**src/design/pentadiagonal_stencil_spmv_core_macros.svh**
```systemverilog
// Assertion macros shared by the pentadiagonal stencil SpMV design files
`ifndef PENTADIAGONAL_STENCIL_SPMV_CORE_MACROS_SVH
`define PENTADIAGONAL_STENCIL_SPMV_CORE_MACROS_SVH

// same-cycle implication, disabled in reset
`define PDSS_ASSERT_IMP(lbl, clk, rst_n, ante, cons) \
    lbl: assert property (@(posedge clk) disable iff (!rst_n) (ante) |-> (cons)) \
        else $error("pdss assertion failed");

// next-cycle implication, disabled in reset
`define PDSS_ASSERT_NXT(lbl, clk, rst_n, ante, cons) \
    lbl: assert property (@(posedge clk) disable iff (!rst_n) (ante) |=> (cons)) \
        else $error("pdss assertion failed");

`endif

```
**src/design/pdss_pkg.sv**
```systemverilog
// Shared types and constants for the pentadiagonal stencil SpMV core
package pdss_pkg;

    localparam int DEF_MAX_ELEMENTS = 4096;
    localparam int TAP_COUNT        = 5;
    localparam int TAP_W            = 3;
    localparam int INDEX_W          = 12;
    localparam int DATA_W           = 32;
    localparam int VEC_SIZE_W       = 13;
    localparam int STRIDE_W         = 12;
    localparam int CFG_INDEX_W      = 4;
    localparam int CFG_DATA_W       = 13;
    localparam int PROD_W           = 64;
    localparam int SUM_W            = 67;
    localparam int FRAC_W           = 16;

    localparam logic CMD_LOAD    = 1'b0;
    localparam logic CMD_COMPUTE = 1'b1;

    localparam logic [CFG_INDEX_W-1:0] REG_VEC_SIZE = 4'd0;
    localparam logic [CFG_INDEX_W-1:0] REG_STRIDE   = 4'd1;

    localparam logic [VEC_SIZE_W-1:0] VEC_SIZE_RESET = 13'd4096;
    localparam logic [STRIDE_W-1:0]   STRIDE_RESET   = 12'd64;

    localparam logic [TAP_W-1:0] TAP_FAR_BELOW = 3'd0;
    localparam logic [TAP_W-1:0] TAP_LEFT      = 3'd1;
    localparam logic [TAP_W-1:0] TAP_CENTER    = 3'd2;
    localparam logic [TAP_W-1:0] TAP_RIGHT     = 3'd3;
    localparam logic [TAP_W-1:0] TAP_FAR_ABOVE = 3'd4;

    typedef logic signed [PROD_W-1:0] prod_t;

    typedef struct packed {
        logic                     cmd;
        logic [INDEX_W-1:0]       index;
        logic signed [DATA_W-1:0] vec_value;
        logic signed [DATA_W-1:0] coef_far_below;
        logic signed [DATA_W-1:0] coef_left;
        logic signed [DATA_W-1:0] coef_center;
        logic signed [DATA_W-1:0] coef_right;
        logic signed [DATA_W-1:0] coef_far_above;
    } in_item_t;

    typedef struct packed {
        logic [INDEX_W-1:0]       row;
        logic signed [DATA_W-1:0] result_value;
        logic                     saturated;
        logic                     row_error;
    } out_item_t;

    typedef struct packed {
        logic               go;
        logic [INDEX_W-1:0] row;
        logic               err;
    } merge_ctl_t;

    typedef enum logic [1:0] {
        ST_IDLE,
        ST_READ,
        ST_DRAIN
    } st_t;

endpackage

```
**src/design/pdss_lane.sv**
```systemverilog
// One multiply lane: holds a row coefficient and forms its product with a neighbour
module pdss_lane
    import pdss_pkg::*;
(
    input  logic                     clk,
    input  logic                     coef_load,
    input  logic signed [DATA_W-1:0] coef_in,
    input  logic                     cap,
    input  logic                     tap_ok,
    input  logic signed [DATA_W-1:0] vec_in,
    output prod_t                    prod
);

    logic signed [DATA_W-1:0] coef_reg;
    prod_t                    prod_reg;
    prod_t                    prod_next;

    assign prod_next = coef_reg * vec_in;

    always_ff @(posedge clk)
    begin
        if (coef_load)
        begin
            coef_reg <= coef_in;
        end
        if (cap)
        begin
            prod_reg <= tap_ok ? prod_next : '0;
        end
    end

    assign prod = prod_reg;

endmodule

```
**config.mk**
```make
export PLATFORM = sky130hd
export DESIGN_NAME = pdss_lane
export DESIGN_NICKNAME = d
export VERILOG_FILES = /design/src/design/pentadiagonal_stencil_spmv_core_macros.svh /design/src/design/pdss_pkg.sv /design/src/design/pdss_lane.sv
export SDC_FILE = /design/constraint.sdc
export NUM_CORES = 2
export LEC_CHECK = 0
export BUFFER_PORTS_ARGS = -buffer_cell sky130_fd_sc_hd__buf_2
export CAP_MARGIN = 40
export CELL_PAD_IN_SITES_DETAIL_PLACEMENT = 0
export CELL_PAD_IN_SITES_GLOBAL_PLACEMENT = 1
export CORE_MARGIN = 1.5
export CORE_UTILIZATION = 45
export CTS_CLUSTER_DIAMETER = 100
export CTS_CLUSTER_SIZE = 14
export DETAILED_ROUTE_END_ITERATION = 7
export HOLD_SLACK_MARGIN = 0.05
export PLACE_DENSITY = 0.77
export RECOVER_POWER = 100
export SLEW_MARGIN = 20
export SYNTH_ARGS = -nofsm -noshare
export SYNTH_HDL_FRONTEND = slang
export SYNTH_SLANG_ARGS = --single-unit
```
**constraint.sdc**
```tcl
create_clock -name clk -period 32.8 [get_ports clk]
set_clock_uncertainty 0.1 [all_clocks]
set_input_delay 9.84 -clock clk [delete_from_list [all_inputs] [get_ports clk]]
set_output_delay 9.84 -clock clk [all_outputs]
set_load 0.005 [all_outputs]
```
==> After elaboration in Yosys (flattened, before gate mapping) <==
Index checks and enable logic that the tools add are counted.
{ "totals": {"reg_bits": 96, "out_inout_bits": 64, "wordCells": 3} }
{ "op_classes": {"multipliers": 1} }
{ "ops": {"columns": ["cell", "n"], "rows": [
  ["$mul 32x32->64", 1]
]} }

==> Depth between registers and ports, before layout <==
{ "logic_depth": {"word_depth": 1, "ltp_mapped": 28, "depth_no_buf": 26} }

==> Least setup slack after synthesis <==
No wires, ideal clock.
{ "synth_timing": {"path_type": "in2reg", "from": "in vec_in[2]", "to": "reg prod_reg[63] (netlist: prod[63]), data pin", "path_slack_ns": 15.420, "setup_time_ns": 0.154, "cell_stages": 24, "required_time_ns": 32.546, "arrival_time_ns": 17.125, "cell_sequence": "clkbuf_1 nand2_1 inv_1 fa_1 fa_1 fa_1 fa_1 inv_1 fa_1 inv_1 fa_1 fa_1 fa_1 ha_1 clkbuf_1 a21o_1 a21oi_1 o21ai_0 or4_1 nand2_1 o221a_2 o21ai_0 or3_1 a21boi_0"} }
{ "synth_between": {"elab_chain_cells": 1} }
{ "synth_lines": {"columns": ["element", "line", "text"], "rows": [
  ["start: declaration", "pdss_lane.sv:10", "input logic signed [DATA_W-1:0] vec_in,"],
  ["$mul 32x32->64", "pdss_lane.sv:18", "assign prod_next = coef_reg * vec_in;"],
  ["end signal: assignment", "pdss_lane.sv:28", "prod_reg <= tap_ok ? prod_next : '0;"],
  ["end: declaration", "pdss_lane.sv:15", "prod_t prod_reg;"]
]} }
Every way passes these cells.
A chain may end at the register's enable or synchronous reset.

==> Worst setup path after layout <==
{ "layout_timing": {"from": "in vec_in[3]", "to": "reg prod_reg[63] (netlist: prod[63]), data pin"} }
The elaborated chain is that of the path after synthesis.

==> key figures <==
Outcome
  • Run status: finished with violations
  • Failing checks: max-capacitance violations, max-slew violations

Global route
  • Vias in the first global route: 29300
  • Initial antenna violation count: 3
  • Grt total ovfl: 0
  • GRT Total Usage: 0.241
  • Pin count of the biggest net entering global routing: 86
  • Global-route wire length before repair: roughly 160000 um

Critical path
  • Register-to-Register Path Depth: 25
  • Critical Path RT: 32.96 ns
  • Buf/Inv on CP: 3
  • Crit path kind: in2reg
  • Maximum fanout along the worst path: 32
  • Worst path slowest cell: clkbuf_1
  • Reg2reg end: prod[63]
  • CP dominant cell by count: fa_1
  • Worst setup EP type: flip-flop
  • Stages on worst setup path: 22
  • R2R Setup Slk: 24.19 ns
  • Critical-path cell list: clkbuf_1 -> and2_0 -> fa_1 -> fa_1 -> fa_1 -> fa_1 -> inv_1 -> fa_1 -> inv_1 -> fa_1 -> fa_1 -> fa_1 -> ha_1 -> a21o_1 -> a21oi_1 -> o21ai_0 -> or4_1 -> nand2_1 -> o221a_2 -> o21ai_0 -> or3_1 -> a21boi_0
  • Critical Path Start: vec_in[3]
  • RR Startpoint: coef_reg[31]
  • CP endpoint: prod[63]
  • Startpoint Class: input pin
  • CP max stage delay: 1.19 ns
  • Crit-path leading delay family: adder cells
  • Critical path arrival: 18.78 ns

STA
  • Slew Limit Fails: 202
  • Slew @ Worst Pin: 3.26 ns
  • Fin crit share: 0.568
  • Final Hold Viols: 0
  • Post-route minimum period: 18.63 ns
  • RSZ-0062 raised after global routing: false
  • Post-route setup TNS: 0 ns
  • Fmax: 53.7 MHz
  • Final Setup Violations: 0
  • Slew headroom: -1.18

Layout
  • Most frequent cells in the layout: 1082 x fa_1, 959 x inv_1, 553 x nand2_1
  • Area growth, synth to finish: 4.61%
  • Fraction of layout cells with a size suffix above 1: 0.0398
  • Max FFs per register: between 60 and 70
  • Commonest non-fill, non-tap cell in the layout: fa_1
  • Final net count: between 5000 and 6000

Placed design
  • IO Port Bufs: 131
  • Gp weighted congestion: 0.893
  • Detailed placement HPWL: around 85000 um

Logic synthesis
  • Register area share after synthesis: 0.0729
  • Most used DFF post-synth: edfxtp_1
  • Avg Inst Size Synth: between 9 and 10 sq um
  • Ys Warns: 0
  • Net Count, Synth: 5403
  • Synth Instances: roughly 4100
  • Count of cell types in the netlist: 54
  • Largest area contributor in the netlist: fa_1
  • Area contributors post-synth: fa_1 55%, inv_1 9.1%, and2_1 8.8%, edfxtp_1 7.3%, ha_1 5.8%
  • Number of flops mapped to enable cells by yosys: 96
  • Yosys top cell area share: 0.548
  • Fraction of registers with async set/reset: 0
  • #FFs+latches synth: 96
  • Synthesized area: 0.0395 sq mm

CTS
  • Total CTS buffers: 9
  • CTS tree: done
  • Bufs on Longest Clock Path: 2
  • Setup Fix Bufs, Post-CTS: 0
  • Insertion delay to the later sink of the worst-skew pair: 0.41 ns
  • CTS Root Cell: clkbuf_16
  • Clock transition at the registers of the reported paths: 0.08 ns
  • Htree depth: 3
  • Post-CTS resize count: 0
  • Hold-fix buffers, CTS: 0
  • Clk sinks: 96

Die
  • I/O pin count: 132
  • Die height: 299 um
  • Die area: 0.0896 sq mm
  • FP Rows: around 110
  • Core ar.: about 0.087 sq mm
  • Die width: ~300 um
  • Initial Utilization: 0.455

Routing
  • Routed len/inst: 19.8 um
  • DR vias: around 27000
  • Via-to-Cell Ratio: 5.16
  • 1st-iter DRT viols: 1359
  • Antenna Nets Post-Route: 0
  • DR pass1 iterations: 5
  • Routed WL: 103000 um
  • Residual DRC count: 0

Min path
  • Hold/Removal Path Class: reg2reg
  • Hold_sp: coef_reg[0]
  • Hold Path Cell Cnt: 2

Job
  • Max cap viols: 4
[cell families (layout without fill, tap and decap cells)]
logic type               count (synthesis)  in the layout  share of synthesized area
AND/OR/NAND/NOR                       1250           1250                      0.159
AO/OA/AOI/OAI                          213            213                     0.0346
buffers and inverters                 1178           1152                      0.112
multiplexers                            14             14                    0.00355
other                                    0              1                          0
adder cells (fa/ha/maj)               1266           1266                      0.606
XOR/XNOR                                52             52                     0.0115
flip-flops                              96             96                     0.0729
[Yosys cell counts (4+ instances only)]
cell and count:
a21o_1 34, inv_1 959, and2_1 555, nor3_1 8, or3_1 4, nand3_1 15
o211ai_1 5, a211oi_1 6, and3_1 14, o21a_1 4, clkbuf_1 217, a31oi_1 11
nor2_1 52, ha_1 184, nand2b_1 20, fa_1 1082, o21bai_1 9, a21oi_1 71
xor2_1 18, xnor2_1 34, mux2i_1 14, nand4_1 15, a21boi_0 5, edfxtp_1 96
nand2_1 553, o21ai_0 41
[how the worst min path moves through the flow]
stage / endpoint / slack, ns
global placement: prod[0] / 0.90
finish: prod[0] / 0.89
CTS: prod[0] / 0.90
floorplan: prod[0] / 0.50
detailed placement: prod[0] / 0.88
global route: prod[0] / 0.93
[layer usage]
metal / vias up / track usage / share of wire / wire length [um]
met1: 14300 / 0.288 / 0.38 / 38600
met5: - / 0 / 0.00026 / 27
met4: 4 / 0.109 / 0.048 / 4970
met3: 210 / 0.0280 / 0.039 / 3960
li1: 11700 / - / - / -
met2: 666 / 0.437 / 0.54 / 55200
[worst register-to-register path: stages, from the launching register on]
cell,delay [ns]
edfxtp_1,0.33
buf_4,0.33
nand2_1,0.22
inv_1,0.13
fa_1,0.40
inv_1,0.26
fa_1,0.47
inv_1,0.22
fa_1,0.49
fa_1,0.81
inv_1,0.39
fa_1,0.59
inv_1,0.05
fa_1,0.55
fa_1,0.43
fa_1,0.47
ha_1,0.39
a21o_1,0.22
a21oi_1,0.20
o21ai_0,0.11
or4_1,0.40
nand2_1,0.09
o221a_2,0.21
o21ai_0,0.11
or3_1,0.35
a21boi_0,0.17
[through the flow]
step / setup WS (ns) / instance area [sq um] / instances / utilization / hold WS (ns)
floorplan: 15.42 / 39500 / 4069 / - / 0.505
global placement: 14.60 / 41100 / 5180 / 0.473 / 0.898
detailed placement: 14.51 / 41200 / 5181 / 0.474 / 0.884
CTS: 14.96 / 41400 / 5197 / 0.477 / 0.897
global route: 13.76 / 41300 / 5198 / 0.476 / 0.929
finish: 14.17 / 41300 / 5199 / 0.476 / 0.888
[layout make-up]
class / count / area, sq um
diodes: 1 / 2.50
clock buffers: 9 / 225
clock inverters: 7 / 60.1
fillers: 8337 / 45500
inverters: 959 / 3600
multi-input cells: 2795 / 32200
flip-flops and latches: 96 / 2880
well taps: 1155 / 1450
repair buffers: 177 / 950
Power is left out: the tool's default activity adds up to more than one toggle a clock period on the data nets, which glitch-free logic cannot reach.
