`src/design/pentadiagonal_stencil_spmv_core_macros.svh`:
```
// Assertion macros shared by the pentadiagonal stencil SpMV design files
`ifndef PENTADIAGONAL_STENCIL_SPMV_CORE_MACROS_SVH
`define PENTADIAGONAL_STENCIL_SPMV_CORE_MACROS_SVH

// same-cycle implication, disabled in reset
`define PDSS_ASSERT_IMP(lbl, clk, rst_n, ante, cons) \
    lbl: assert property (@(posedge clk) disable iff (!rst_n) (ante) |-> (cons)) \
        else $error("pdss assertion failed");

// next-cycle implication, disabled in reset
`define PDSS_ASSERT_NXT(lbl, clk, rst_n, ante, cons) \
    lbl: assert property (@(posedge clk) disable iff (!rst_n) (ante) |=> (cons)) \
        else $error("pdss assertion failed");

`endif

```
`src/design/pdss_pkg.sv`:
```
// Shared types and constants for the pentadiagonal stencil SpMV core
package pdss_pkg;

    localparam int DEF_MAX_ELEMENTS = 4096;
    localparam int TAP_COUNT        = 5;
    localparam int TAP_W            = 3;
    localparam int INDEX_W          = 12;
    localparam int DATA_W           = 32;
    localparam int VEC_SIZE_W       = 13;
    localparam int STRIDE_W         = 12;
    localparam int CFG_INDEX_W      = 4;
    localparam int CFG_DATA_W       = 13;
    localparam int PROD_W           = 64;
    localparam int SUM_W            = 67;
    localparam int FRAC_W           = 16;

    localparam logic CMD_LOAD    = 1'b0;
    localparam logic CMD_COMPUTE = 1'b1;

    localparam logic [CFG_INDEX_W-1:0] REG_VEC_SIZE = 4'd0;
    localparam logic [CFG_INDEX_W-1:0] REG_STRIDE   = 4'd1;

    localparam logic [VEC_SIZE_W-1:0] VEC_SIZE_RESET = 13'd4096;
    localparam logic [STRIDE_W-1:0]   STRIDE_RESET   = 12'd64;

    localparam logic [TAP_W-1:0] TAP_FAR_BELOW = 3'd0;
    localparam logic [TAP_W-1:0] TAP_LEFT      = 3'd1;
    localparam logic [TAP_W-1:0] TAP_CENTER    = 3'd2;
    localparam logic [TAP_W-1:0] TAP_RIGHT     = 3'd3;
    localparam logic [TAP_W-1:0] TAP_FAR_ABOVE = 3'd4;

    typedef logic signed [PROD_W-1:0] prod_t;

    typedef struct packed {
        logic                     cmd;
        logic [INDEX_W-1:0]       index;
        logic signed [DATA_W-1:0] vec_value;
        logic signed [DATA_W-1:0] coef_far_below;
        logic signed [DATA_W-1:0] coef_left;
        logic signed [DATA_W-1:0] coef_center;
        logic signed [DATA_W-1:0] coef_right;
        logic signed [DATA_W-1:0] coef_far_above;
    } in_item_t;

    typedef struct packed {
        logic [INDEX_W-1:0]       row;
        logic signed [DATA_W-1:0] result_value;
        logic                     saturated;
        logic                     row_error;
    } out_item_t;

    typedef struct packed {
        logic               go;
        logic [INDEX_W-1:0] row;
        logic               err;
    } merge_ctl_t;

    typedef enum logic [1:0] {
        ST_IDLE,
        ST_READ,
        ST_DRAIN
    } st_t;

endpackage

```
`src/design/pdss_merge.sv`:
```
// Merging stage: adds the lane products, truncates to Q16.16 and saturates
`include "pentadiagonal_stencil_spmv_core_macros.svh"
module pdss_merge
    import pdss_pkg::*;
(
    input  logic       clk,
    input  logic       rst_n,
    input  merge_ctl_t ctl,
    input  prod_t      prods [TAP_COUNT],
    output logic       done,
    output out_item_t  result
);

    localparam int TOT_W = SUM_W - FRAC_W;

    logic signed [SUM_W-1:0] s01_reg;
    logic signed [SUM_W-1:0] s23_reg;
    logic signed [SUM_W-1:0] p4_reg;
    logic                    v1_reg;
    logic [INDEX_W-1:0]      row1_reg;
    logic                    err1_reg;

    logic signed [SUM_W-1:0] sum;
    logic signed [TOT_W-1:0] tot;
    logic                    in_range;
    out_item_t               res_next;
    out_item_t               res_reg;
    logic                    done_reg;

    always_ff @(posedge clk)
    begin
        s01_reg  <= SUM_W'(prods[0]) + SUM_W'(prods[1]);
        s23_reg  <= SUM_W'(prods[2]) + SUM_W'(prods[3]);
        p4_reg   <= SUM_W'(prods[4]);
        row1_reg <= ctl.row;
        err1_reg <= ctl.err;
    end

    assign sum      = s01_reg + s23_reg + p4_reg;
    assign tot      = sum[SUM_W-1:FRAC_W];
    assign in_range = (&tot[TOT_W-1:DATA_W-1]) || !(|tot[TOT_W-1:DATA_W-1]);

    always_comb
    begin
        res_next.row       = row1_reg;
        res_next.row_error = err1_reg;
        if (err1_reg)
        begin
            res_next.result_value = '0;
            res_next.saturated    = 1'b0;
        end
        else if (in_range)
        begin
            res_next.result_value = tot[DATA_W-1:0];
            res_next.saturated    = 1'b0;
        end
        else
        begin
            res_next.result_value = tot[TOT_W-1] ? {1'b1, {(DATA_W-1){1'b0}}}
                                                 : {1'b0, {(DATA_W-1){1'b1}}};
            res_next.saturated    = 1'b1;
        end
    end

    always_ff @(posedge clk or negedge rst_n)
    begin
        if (!rst_n)
        begin
            v1_reg   <= 1'b0;
            done_reg <= 1'b0;
        end
        else
        begin
            v1_reg   <= ctl.go;
            done_reg <= v1_reg;
        end
    end

    always_ff @(posedge clk)
    begin
        if (v1_reg)
        begin
            res_reg <= res_next;
        end
    end

    assign done   = done_reg;
    assign result = res_reg;

    `PDSS_ASSERT_NXT(a_merge_flow, clk, rst_n, ctl.go, v1_reg)
    `PDSS_ASSERT_NXT(a_done_follows, clk, rst_n, v1_reg, done)
    `PDSS_ASSERT_IMP(a_err_zero, clk, rst_n, done && result.row_error, result.result_value == 0)
    `PDSS_ASSERT_IMP(a_err_nosat, clk, rst_n, done && result.row_error, !result.saturated)

endmodule

```
`config.mk`:
```
export PLATFORM = sky130hd
export DESIGN_NAME = pdss_merge
export DESIGN_NICKNAME = d
export VERILOG_FILES = /design/src/design/pdss_pkg.sv /design/src/design/pdss_merge.sv
export VERILOG_INCLUDE_DIRS = /design/src /design/src/design
export SDC_FILE = /design/constraint.sdc
export NUM_CORES = 1
export LEC_CHECK = 0
export ABC_AREA = 1
export BUFFER_PORTS_ARGS = -buffer_cell sky130_fd_sc_hd__buf_2
export CAP_MARGIN = 0
export CORE_MARGIN = 2
export CORE_UTILIZATION = 50
export CTS_CLUSTER_DIAMETER = 50
export DETAILED_ROUTE_END_ITERATION = 10
export GPL_TIMING_DRIVEN = 0
export MAX_ROUTING_LAYER = met4
export PLACE_DENSITY = 0.73
export SETUP_SLACK_MARGIN = 0.4
export SYNTH_ARGS = -nofsm -noshare
export SYNTH_HDL_FRONTEND = slang
export SYNTH_SLANG_ARGS = --single-unit
export TNS_END_PERCENT = 100
```
`constraint.sdc`:
```
create_clock -name clk -period 6.4 [get_ports clk]
set_input_delay 1.28 -clock clk [delete_from_list [all_inputs] [get_ports clk]]
set_output_delay 1.28 -clock clk [all_outputs]
set_load 0.02 [all_outputs]
```
## Word level (Yosys, flattened, before mapping)

Index checks and enable logic that the tools add are counted.

- Register bits: 255
- Output and inout bits: 47

- $add $sub $neg: 4
- Muxes and demuxes: 2
- Reductions and logical operators: 4

Operator list:

| operator | number |
|---|---|
| $add 64x64->65 | 2 |
| $add 66x64->67 | 1 |
| $add 65x65->66 | 1 |
| $mux 33 | 1 |
| $mux 32 | 1 |
| $reduce_and 20->1 | 1 |
| $reduce_or 20->1 | 1 |
| $logic_not 1->1 | 1 |
| $logic_or 1x1->1 | 1 |

## Longest topological paths before layout

Gate-level depths: netlist of run 1.

- Depth after elaboration: 6
- Gate-level depth with buffers: 28
- Depth with buffers taken out: 27

## Least setup slack after synthesis of run 1

No wires, ideal clock.

- Path type: input -> register
- Start point: input prods[64] in the netlist's numbering
- End point: register s23_reg[44]
- Library setup time: 0.121 ns
- Data arrival time: 3.356 ns
- Required time: 6.279 ns
- Path slack: 2.923 ns
- Stages: 17
- Buffers on the path: 0
- Cell sequence: ha_1 > inv_1 > fa_1 > nand3b_1 > nand2_1 > nand2_1 > a31oi_1 > nand2_1 > nand2_1 > nand2_1 > nand2_1 > nand2_1 > nand2_1 > a21oi_1 > o21ai_0 > a21oi_1 > xnor2_1

- Cells in the longest elaborated chain, start to end: 1

RTL lines:

| element | line | text |
|---|---|---|
| from (decl) | pdss_merge.sv:9 | `input prod_t prods [TAP_COUNT],` |
| $add 64x64->65 | pdss_merge.sv:33 | `s23_reg <= SUM_W'(prods[2]) + SUM_W'(prods[3]);` |
| to (signal assigned) | pdss_merge.sv:33 |  |
| to (decl) | pdss_merge.sv:17 | `logic signed [SUM_W-1:0] s23_reg;` |

Every way passes these cells.
A chain may end at the register's enable or synchronous reset.

## Worst setup path after layout of run 1

- Start point: register s01_reg[52]
- End point: register res_reg (netlist bit result[8]) (data pin)

- Cells in the longest elaborated chain, start to end: 6
- Elaborated cells on any way between the ends: 8
- Those cells by class: 2 x add/sub; 2 x mux; 4 x reduce/logical

RTL lines:

| element | line | text |
|---|---|---|
| from (decl) | pdss_merge.sv:16 | `logic signed [SUM_W-1:0] s01_reg;` |
| from (signal assigned) | pdss_merge.sv:32 | `s01_reg <= SUM_W'(prods[0]) + SUM_W'(prods[1]);` |
| $add 65x65->66 (*) | pdss_merge.sv:39 | `assign sum = s01_reg + s23_reg + p4_reg;` |
| $add 66x64->67 (*) | pdss_merge.sv:39 |  |
| $reduce_or 20->1 | pdss_merge.sv:41 | `assign in_range = (&tot[TOT_W-1:DATA_W-1]) \|\| !(\|tot[TOT_W-1:DATA_W-1]);` |
| $logic_not 1->1 | pdss_merge.sv:41 |  |
| $logic_or 1x1->1 | pdss_merge.sv:41 |  |
| $mux 33 (*) | pdss_merge.sv:52 | `else if (in_range)` |
| to (signal assigned) | pdss_merge.sv:83 | `res_reg <= res_next;` |
| to (decl) | pdss_merge.sv:27 | `out_item_t res_reg;` |

Every way passes the cells marked *; elsewhere a longest branch is shown, timed or not.

==> results of run 1 <==
==> Yosys cell counts, types with 7 or more instances <==
library cell,number,area share (%)
a21oi_1,293,6.8
o21bai_1,14,0.48
ha_1,193,11
nor3_1,20,0.46
xor2_1,114,4.6
nand2_2,12,0.35
nand3_1,97,2.2
and3_1,7,0.20
xnor2_1,42,1.7
fa_1,66,6.1
nor2_2,12,0.35
o311ai_0,7,0.28
o21ai_0,94,2.2
a221oi_1,8,0.32
inv_1,597,10
o211ai_1,8,0.28
nand3b_1,9,0.31
edfxtp_1,46,6.4
nor2_1,342,5.9
a31oi_1,65,1.9
dfxtp_1,207,19
nand4_1,21,0.60
a21oi_2,29,1.2
o21a_1,22,0.76
nand2_1,782,14
o21ai_1,9,0.21
==> metal layers <==
layer  up-vias  global-route usage (%)  wire (um)  part of all wire, %
met5         -                       -          0                    0
met2       857                   58.05      36050                   47
met1     10090                   42.90      32840                   43
met4         0                   13.00       3127                  4.1
met3       151                   3.427       4877                  6.3
li1      11010                       -          -                    -
==> final cells by class <==
class	count	share of cell area [%]
multi-input combinational	2311	54.38
timing repair buffer	383	7.613
clock buffer	35	3.111
clock inverter	16	0.7297
tap	585	2.884
buffer	10	0.3254
sequential	255	21.98
inverter	603	8.920
antenna	6	0.05917
==> power by group <==
part / internal (mW) / switching, mW / total (mW)
combinational: 2.07 / 4.14 / 6.21
clock: 0.975 / 0.682 / 1.66
sequential: 1.99 / 0.148 / 2.14
==> logic make-up after synthesis <==
kind of cell             share of synthesized area, %
adder cells (fa/ha/maj)                         17.20
flip-flops                                      25.67
AND/OR/NAND/NOR                                 24.83
buffers and inverters                           10.80
AO/OA/AOI/OAI                                   15.21
XOR/XNOR                                        6.290
==> critical path: stages, from the launching register on <==
cell,delay (ns)
dfxtp_1,0.32
fa_1,0.48
ha_1,0.50
nand2_1,0.13
nor2_1,0.27
nand2_1,0.16
inv_1,0.10
nand2_1,0.16
nor2_1,0.21
nand4_1,0.31
nand4_1,0.21
nand2_1,0.09
inv_1,0.10
nand2_1,0.06
nor2_1,0.13
nand2_2,0.10
nand3_2,0.16
buf_6,0.19
a21oi_2,0.08
==> path summary, 6_finish.rpt <==
| kind | start | endpoint | slack (ns) |
|---|---|---|---|
| setup / recovery | s01_reg[52]$_DFF_P_ | result[8]$_SDFFCE_PP0P_ | 2.35 |
| hold reg to reg | row1_reg[11]$_DFF_P_ | result[45]$_DFFE_PP_ | 0.40 |
| hold / removal | row1_reg[11]$_DFF_P_ | result[45]$_DFFE_PP_ | 0.40 |
| min in group asynchronous | rst_n | done$_DFF_PN0_ | 0.49 |
| max in group asynchronous | rst_n | v1_reg$_DFF_PN0_ | 5.81 |
| setup reg to reg | s01_reg[52]$_DFF_P_ | result[8]$_SDFFCE_PP0P_ | 2.35 |
==> per-stage QoR <==
stage	utilization [%]	cells	area [um^2]	total power [mW]
after global placement	56.69	4146	24360	8.200
after CTS	59.00	4198	25360	9.946
final	59.04	4204	25380	10.01
after detailed placement	56.74	4147	24390	8.250
after floorplan	-	3179	21720	6.442
after global routing	59.03	4203	25370	10.82
==> metrics.txt, run 1 <==
dpl hpwl 67850 um; vias in the first global route 20970; Num CTS Buffers 29; First DRT Iteration DRCs 1727; Setup Skew 0.01923 ns; Clock Latency Late Sink 0.57 ns; worst hold path type flip-flop to flip-flop; commonest non-fill, non-tap cell in the layout nand2_1; global route overflow 0; Rel. slew slack 22.84%; Worst Path Max Fanout 10; Syn Nets 3774; CP Capture Type flip-flop; Sequential Area 0.005577 mm^2; Synth async-reset ratio 0.7843%; Rows 76; mapped cell area 0.02172 mm^2; Worst Max-Slew Pin Slew 1.143 ns; routability cong. 1.084; Place WS 1.946 ns; final period utilization 63.27%; worst hold margin 0.4017 ns; Max VDD drop 0.0002230 V; Initial Utilization 50.54%; CTS Buffer Depth 3; Final WS setup 2.351 ns; Yosys warning count 0; clock sinks 255; Die W 212.4 um; FF+latch count, synth 255; Total Wirelength 76890 um; Syn Area/Cell 6.833 um^2; most frequent cells in the layout 782 x nand2_1, 597 x inv_1, 382 x buf_2; routed via count 22100; H-tree levels 1; filler instances 4283; first-pass GRT wire length 113800 um; r2r worst-path depth 18; Core ar. 0.04298 mm^2; Layout Nets 4188; synthesized instance count 3179; Post-CTS Setup Bufs 0; number of max-cap violations 0; ratio of cells with drive above 1 in the final layout 14.14%; area grow syn2layout 16.83%; Post-route DRC 0; cts-stage hold buffer count 0; worst hold path depth 0; Pwr Density 394.4 mW/mm^2; outcome finished clean; Yosys cell types 49; largest net degree at the start of global routing 36; Seq/Total Area, Yosys 25.67%; TNS Setup 0 ns; Hold Fails Final Rpt 0; RSZ-0062 raised after global routing no; die area 0.04512 mm^2; via/cell ratio 5.257; Setup CP Type flip-flop to flip-flop; I/O Pins 383; Final min period 4.049 ns; final setup vio count 0; Critical Path RT 6.68 ns; Vert. Die Dim 212.4 um; number of flops mapped to enable cells by yosys 46; Post-CTS Resized 0; multi-input logic area 0.01380 mm^2; FMAX 247.0 MHz; CP startpoint kind flip-flop; clock tree root driver cell clkbuf_16; Final Max Slew Viols 0; Crit path arrival time 4.33 ns; Main synth FF type dfxtp_1; port buffer count 382; CTS tree yes; Routed wire per std cell 18.29 um; ANT nets after route 0; DRT Pass-1 Iters 6; Leakage 13.11 nW; initial antenna violation count 6; All-Layer GR Usage 34.49%; clock slew at reported path FFs 0.06 ns
No activity file was read; power rests on OpenSTA's default activity.
==> run 2: changes to the inputs <==
clock period = 3.9 ns   (was 6.4 ns; I/O delays follow)
==> run 2 against run 1 <==
  * Final area rose by 11%
  * Fmax rose by 11%
  * Die area did not move
==> metrics.txt, run 2 (same netlist as run 1, synthesis figures left out) <==
Post-Layout Cell Count 4274; CP startpoint kind flip-flop; ratio of cells with drive above 1 in the final layout 26.50%; First DRT Iteration DRCs 1824; Layout Nets 4254; Worst path max stage delay 0.54 ns; filler instances 3840; Tot Pwr 20.48 mW; first-pass GRT wire length 119600 um; critical-path cell with the highest stage delay fa_1; final period utilization 93.31%; Crit path arrival time 3.93 ns; met3 WL 5895 um; Worst Max-Slew Pin Slew 1.214 ns; Worst Path Max Fanout 5; Leakage 13.73 nW; commonest non-fill, non-tap cell in the layout nand2_1; Final min period 3.639 ns; Num CTS Buffers 29; routability cong. 1.084; Die W 212.4 um; DRT Pass-1 Iters 6; CP top delay family simple AND/OR/NAND/NOR gates; worst path bufs/invs 5; All-Layer GR Usage 36.21%; WL met2 40030 um; clock tree root driver cell clkbuf_16; Setup CP Type flip-flop to flip-flop; Initial Utilization 50.54%; Post-route DRC 0; final setup vio count 0; number of max-cap violations 0; area grow syn2layout 29.34%; Sequential Area 0.005613 mm^2; Core ar. 0.04298 mm^2; via/cell ratio 5.426; ANT nets after route 0; H-tree levels 1; Crit path top cell by count nand2_1; I/O Pins 383; Pwr Density 729.1 mW/mm^2; Rel. slew slack 18.02%; clock sinks 255; most frequent cells in the layout 661 x nand2_1, 569 x inv_1, 382 x buf_2; FMAX 274.8 MHz; Routed wire per std cell 19.48 um; CTS Buffer Depth 3; dpl hpwl 67850 um; Critical Path RT 4.19 ns; worst hold margin 0.3059 ns; CTS tree yes; Setup Skew 0.01536 ns; Final Max Slew Viols 0; global route overflow 0; port buffer count 382; die area 0.04512 mm^2; Clock Latency Late Sink 0.57 ns; initial antenna violation count 8; Rows 76; dpl cells 4147; multi-input logic area 0.01590 mm^2; DRT met1 WL 33250 um; highest metal used met4; Total Wirelength 83250 um; worst hold path type input port to flip-flop; largest net degree at the start of global routing 36; Vert. Die Dim 212.4 um; routed via count 23190; vias in the first global route 21970; Hold Fails Final Rpt 0; CP Capture Type flip-flop; outcome finished clean; clock slew at reported path FFs 0.06 ns; Max VDD drop 0.0003949 V; RSZ-0062 raised after global routing yes
run 2: area by class of cell:
type | count | share of cell area [%]
Antenna cell | 10 | 0.08907
Buffer | 10 | 0.3518
Clock buffer | 35 | 2.810
Clock inverter | 16 | 0.6591
Inverter | 603 | 8.065
Multi-Input combinational cell | 2311 | 56.59
Sequential cell | 255 | 19.98
Tap cell | 585 | 2.605
Timing Repair Buffer | 449 | 8.849
run 2: through the flow:
step | TNS (ns) | utilization [%] | setup slack, ns | cell area, um^2
final | 0 | 65.36 | 0.2609 | 28090
after global routing | 0 | 65.35 | 0.1602 | 28090
after CTS | 0 | 62.31 | 0.3676 | 26780
after detailed placement | -0.3403 | 56.74 | -0.05391 | 24390
after global placement | -0.04208 | 56.69 | -0.04193 | 24360
after floorplan | 0 | - | 0.7739 | 21720
run 2: path summary, 6_finish.rpt:
check / endpoint / slack [ns] / from / cells past startpoint
worst max-delay path: result[29]$_SDFFCE_PP0P_ / 0.26 / s01_reg[9]$_DFF_P_ / 25
worst min-delay path: p4_reg[58]$_DFF_P_ / 0.31 / prods[58] / 1
worst max register to register: result[29]$_SDFFCE_PP0P_ / 0.26 / s01_reg[9]$_DFF_P_ / 25
worst min register to register: result[45]$_DFFE_PP_ / 0.40 / row1_reg[11]$_DFF_P_ / 0
max in group asynchronous: v1_reg$_DFF_PN0_ / 3.28 / rst_n / 2
min in group asynchronous: done$_DFF_PN0_ / 0.52 / rst_n / 2
run 2: routing by layer:
metal,vias to the layer above,global-route usage [%]
met2,1123,62.02
li1,11150,-
met1,10690,43.95
met3,224,3.368
met5,-,-
met4,0,14.52
run 2: report_power, final:
group	internal, mW	leakage, nW	switching [mW]
clock network	1.60	0.485	1.13
registers	3.28	2.22	0.259
logic	5.50	11.0	8.72
total	10.4	13.7	10.1
run 2: what timing repair did:
item,CTS,global route
cloned,1,2
setup buffers,32,30
hold endpoints to repair,2,0
pin swaps,24,163
endpoints found under the setup margin,32,36
resized for setup,248,300
hold buffers,1,0
==> run 3: changes to the inputs <==
CORE_UTILIZATION = 58   (was 50)
PLACE_DENSITY = 0.82   (was 0.73)
==> run 3 against run 2 <==
  * The flow now stops in global routing (5_1_grt)
  * Synthesized cell count did not move
  * Area after synthesis did not move
==> metrics.txt, run 3 <==
FF+latch count, synth 255; Seq/Total Area, Yosys 25.67%; Yosys cell types 49; area leader, netlist dfxtp_1; Synth async-reset ratio 0.7843%; Worst Endpoint after GRT Repair result[7]$_SDFFCE_PP0P_/D; Commonest cells post-synth 782 x nand2_1, 597 x inv_1, 342 x nor2_1; All-Layer GR Usage 66.66%; clock tree root driver cell clkbuf_16; Yosys warning count 0; I/O Pins 383; largest net degree at the start of global routing 48; stop err [ERROR GRT-0232] Routing congestion too high. Check the congestion heatmap in the GUI.; global route overflow 87; Rows 70; port buffer count 382; top post-synthesis cells by area dfxtp_1 19%, nand2_1 14%, ha_1 11%; number of flops mapped to enable cells by yosys 46; Initial Utilization 59.05%; H-tree levels 1; WEP type register input; synthesized instance count 3179; clock sinks 255; Main synth FF type dfxtp_1; outcome stopped before the end; Syn Nets 3774; Stop stage global routing (5_1_grt); Num CTS Buffers 27; mapped cell area 0.02172 mm^2; routability cong. 1.049; top cell type's share of synthesized area 19.08%; Vert. Die Dim 197.5 um; Die W 197.5 um; top-count cell post-synth nand2_1; Place WS -0.3388 ns; Syn Area/Cell 6.833 um^2; CTS Buffer Depth 3; dpl hpwl 70930 um; DP Area 0.02422 mm^2
run 3: what timing repair did:
item	in CTS
endpoints found under the setup margin	35
resized for setup	257
gates cloned	1
pin swaps	35
setup buffers	25
hold buffers	1
hold endpoints to repair	2
run 3: routing by layer:
metal,overflow,global-route usage (%)
met1,9,68.37
met2,44,87.05
met5,-,-
met4,24,54.16
met3,10,44.92
run 3: cell families after synthesis:
kind of cell | synth area share, %
compound gates | 15.21
xor+xnor | 6.290
fa+ha+maj | 17.20
buf+inv | 10.80
flops | 25.67
simple gates | 24.83
run 3: per-stage QoR:
step	instances	utilization [%]
after floorplan	3179	-
after global placement	4029	65.84
after detailed placement	4029	65.84
after CTS	4105	72.19
==> run 4: changes to the inputs <==
CORE_UTILIZATION = 40   (was 58)
CTS_CLUSTER_DIAMETER = default   (was 50)
MAX_ROUTING_LAYER = default   (was met4)
PLACE_DENSITY = default   (was 0.82)
PLACE_DENSITY_LB_ADDON = 0.15   (was default)
SETUP_SLACK_MARGIN = default   (was 0.4)
==> run 4 against run 3 <==
  * The flow now finishes without violations
==> metrics.txt, run 4 (same netlist as run 1, synthesis figures left out) <==
reg2reg end result[9]$_SDFFCE_PP0P_; Crit path arrival time 4.01 ns; Pwr Density 657.1 mW/mm^2; Critical Path RT 4.19 ns; FF-to-FF setup slack 0.18 ns; dpl hpwl 70180 um; clock tree root driver cell clkbuf_16; CP Capture Type flip-flop; Rel. slew slack 19.84%; final setup vio count 0; Routed wire per std cell 18.32 um; crit-path cells inv_1 -> fa_1 -> inv_1 -> ha_1 -> nand2_1 -> nor2_2 -> nand2_1 -> nor2_1 -> nand2_1 -> nand3b_1 -> nand2_1 -> nand2_1 -> nand2_1 -> nand2_1 -> nand2_1 -> nor2_1 -> nand2_1 -> nor2_2 -> nand2_2 -> nand3_4 -> buf_6 -> a21oi_2; launching point of the worst reg2reg path s01_reg[13]$_DFF_P_; number of max-cap violations 0; Layout Nets 4188; CTS Buffer Depth 3; fin util 48.43%; outcome finished clean; first-pass GRT wire length 116900 um; Crit path top cell by count nand2_1; clock slew at reported path FFs 0.06 ns; Leakage 13.09 nW; critical-path cell with the highest stage delay fa_1; largest net degree at the start of global routing 43; worst path bufs/invs 3; Rows 85; Initial Utilization 40.44%; Num CTS Buffers 26; Worst Max-Slew Pin Slew 1.187 ns; Post-route DRC 0; Max VDD drop 0.0003471 V; DRT Pass-1 Iters 5; r2r worst-path depth 22; Setup Skew 0.02437 ns; routability cong. 1.007; Core ar. 0.05371 mm^2; Hold Fails Final Rpt 0; WP depth 22; final period utilization 95.29%; area grow syn2layout 19.75%; Die W 237.0 um; worst hold margin 0.3092 ns; routed via count 21630; Vert. Die Dim 237.0 um; CP startpoint kind flip-flop; ANT nets after route 0; commonest non-fill, non-tap cell in the layout nand2_1; I/O Pins 383; hold_sp prods[25]; Tot Pwr 17.09 mW; Final Max Slew Viols 0; All-Layer GR Usage 27.32%; Place WS -0.2229 ns; Total Wirelength 78980 um; worst hold path type input port to flip-flop; Clock Latency Late Sink 0.57 ns; port buffer count 382; clock sinks 255; WHS Endpoint p4_reg[25]$_DFF_P_; CTS tree yes; die area 0.05618 mm^2; global route overflow 0; initial antenna violation count 8; Setup CP Type flip-flop to flip-flop; CP top delay family simple AND/OR/NAND/NOR gates; Final min period 3.716 ns; Final WS setup 0.1838 ns; worst hold path depth 1; First DRT Iteration DRCs 1247; Worst path max stage delay 0.54 ns; Worst Path Max Fanout 10; vias in the first global route 21180; FMAX 269.1 MHz; most frequent cells in the layout 768 x nand2_1, 596 x inv_1, 382 x buf_2; H-tree levels 1; ratio of cells with drive above 1 in the final layout 17.44%; via/cell ratio 5.016
-- run 4: per-stage QoR --
stage / cells / instance area (um^2) / setup TNS (ns)
floorplan: 3179 / 21720 / 0
global placement: 4257 / 24500 / -0.7327
detailed placement: 4258 / 24520 / -0.8967
CTS: 4306 / 25470 / 0
global route: 4311 / 26010 / -0.1565
finish: 4311 / 26010 / 0
-- run 4: area by class of cell --
| class | instances | area [um^2] |
|---|---|---|
| Sequential cell | 255 | 5584 |
| Antenna cell | 3 | 7.507 |
| Clock buffer | 37 | 803.3 |
| Fill cell | 5635 | 27700 |
| Timing Repair Buffer | 386 | 1957 |
| Inverter | 603 | 2263 |
| Buffer | 10 | 86.33 |
| Multi-Input combinational cell | 2311 | 14320 |
| Clock inverter | 10 | 115.1 |
| Tap cell | 696 | 870.8 |
-- run 4: worst max path at each step --
stage / to / slack [ns] / from
3_3_place_gp: s01_reg[62]$_DFF_P_ / -0.20 / prods[192]
6_report: result[9]$_SDFFCE_PP0P_ / 0.18 / s01_reg[13]$_DFF_P_
4_1_cts: result[30]$_SDFFCE_PP0P_ / 0.0001 / s01_reg[10]$_DFF_P_
2_1_floorplan: result[13]$_SDFFCE_PP0P_ / 0.77 / s01_reg[11]$_DFF_P_
5_1_grt: result[31]$_SDFFCE_PP0P_ / -0.02 / s01_reg[7]$_DFF_P_
3_5_place_dp: s01_reg[62]$_DFF_P_ / -0.22 / prods[192]
-- run 4: routing by layer --
metal | vias to the layer above | part of all wire (%) | GRT usage [%]
li1 | 11010 | - | -
met1 | 9870 | 46 | 36.13
met2 | 644 | 47 | 47.59
met3 | 104 | 4.3 | 2.005
met4 | 2 | 3.0 | 8.209
met5 | - | 0.023 | 0
-- run 4: what timing repair did --
action | CTS | global route
endpoints found under the setup margin | 30 | 33
setup buffers | 0 | 2
hold buffers | 1 | 0
gates resized for setup | 5 | 140
pin swaps | 1 | 8
hold endpoints to repair | 2 | 0
-- run 4: power breakdown --
group	leakage, nW	internal [mW]	switching [mW]
sequential	2.22	3.27	0.251
clock	0.452	1.52	1.06
combinational	10.4	3.80	7.20
total	13.1	8.59	8.51
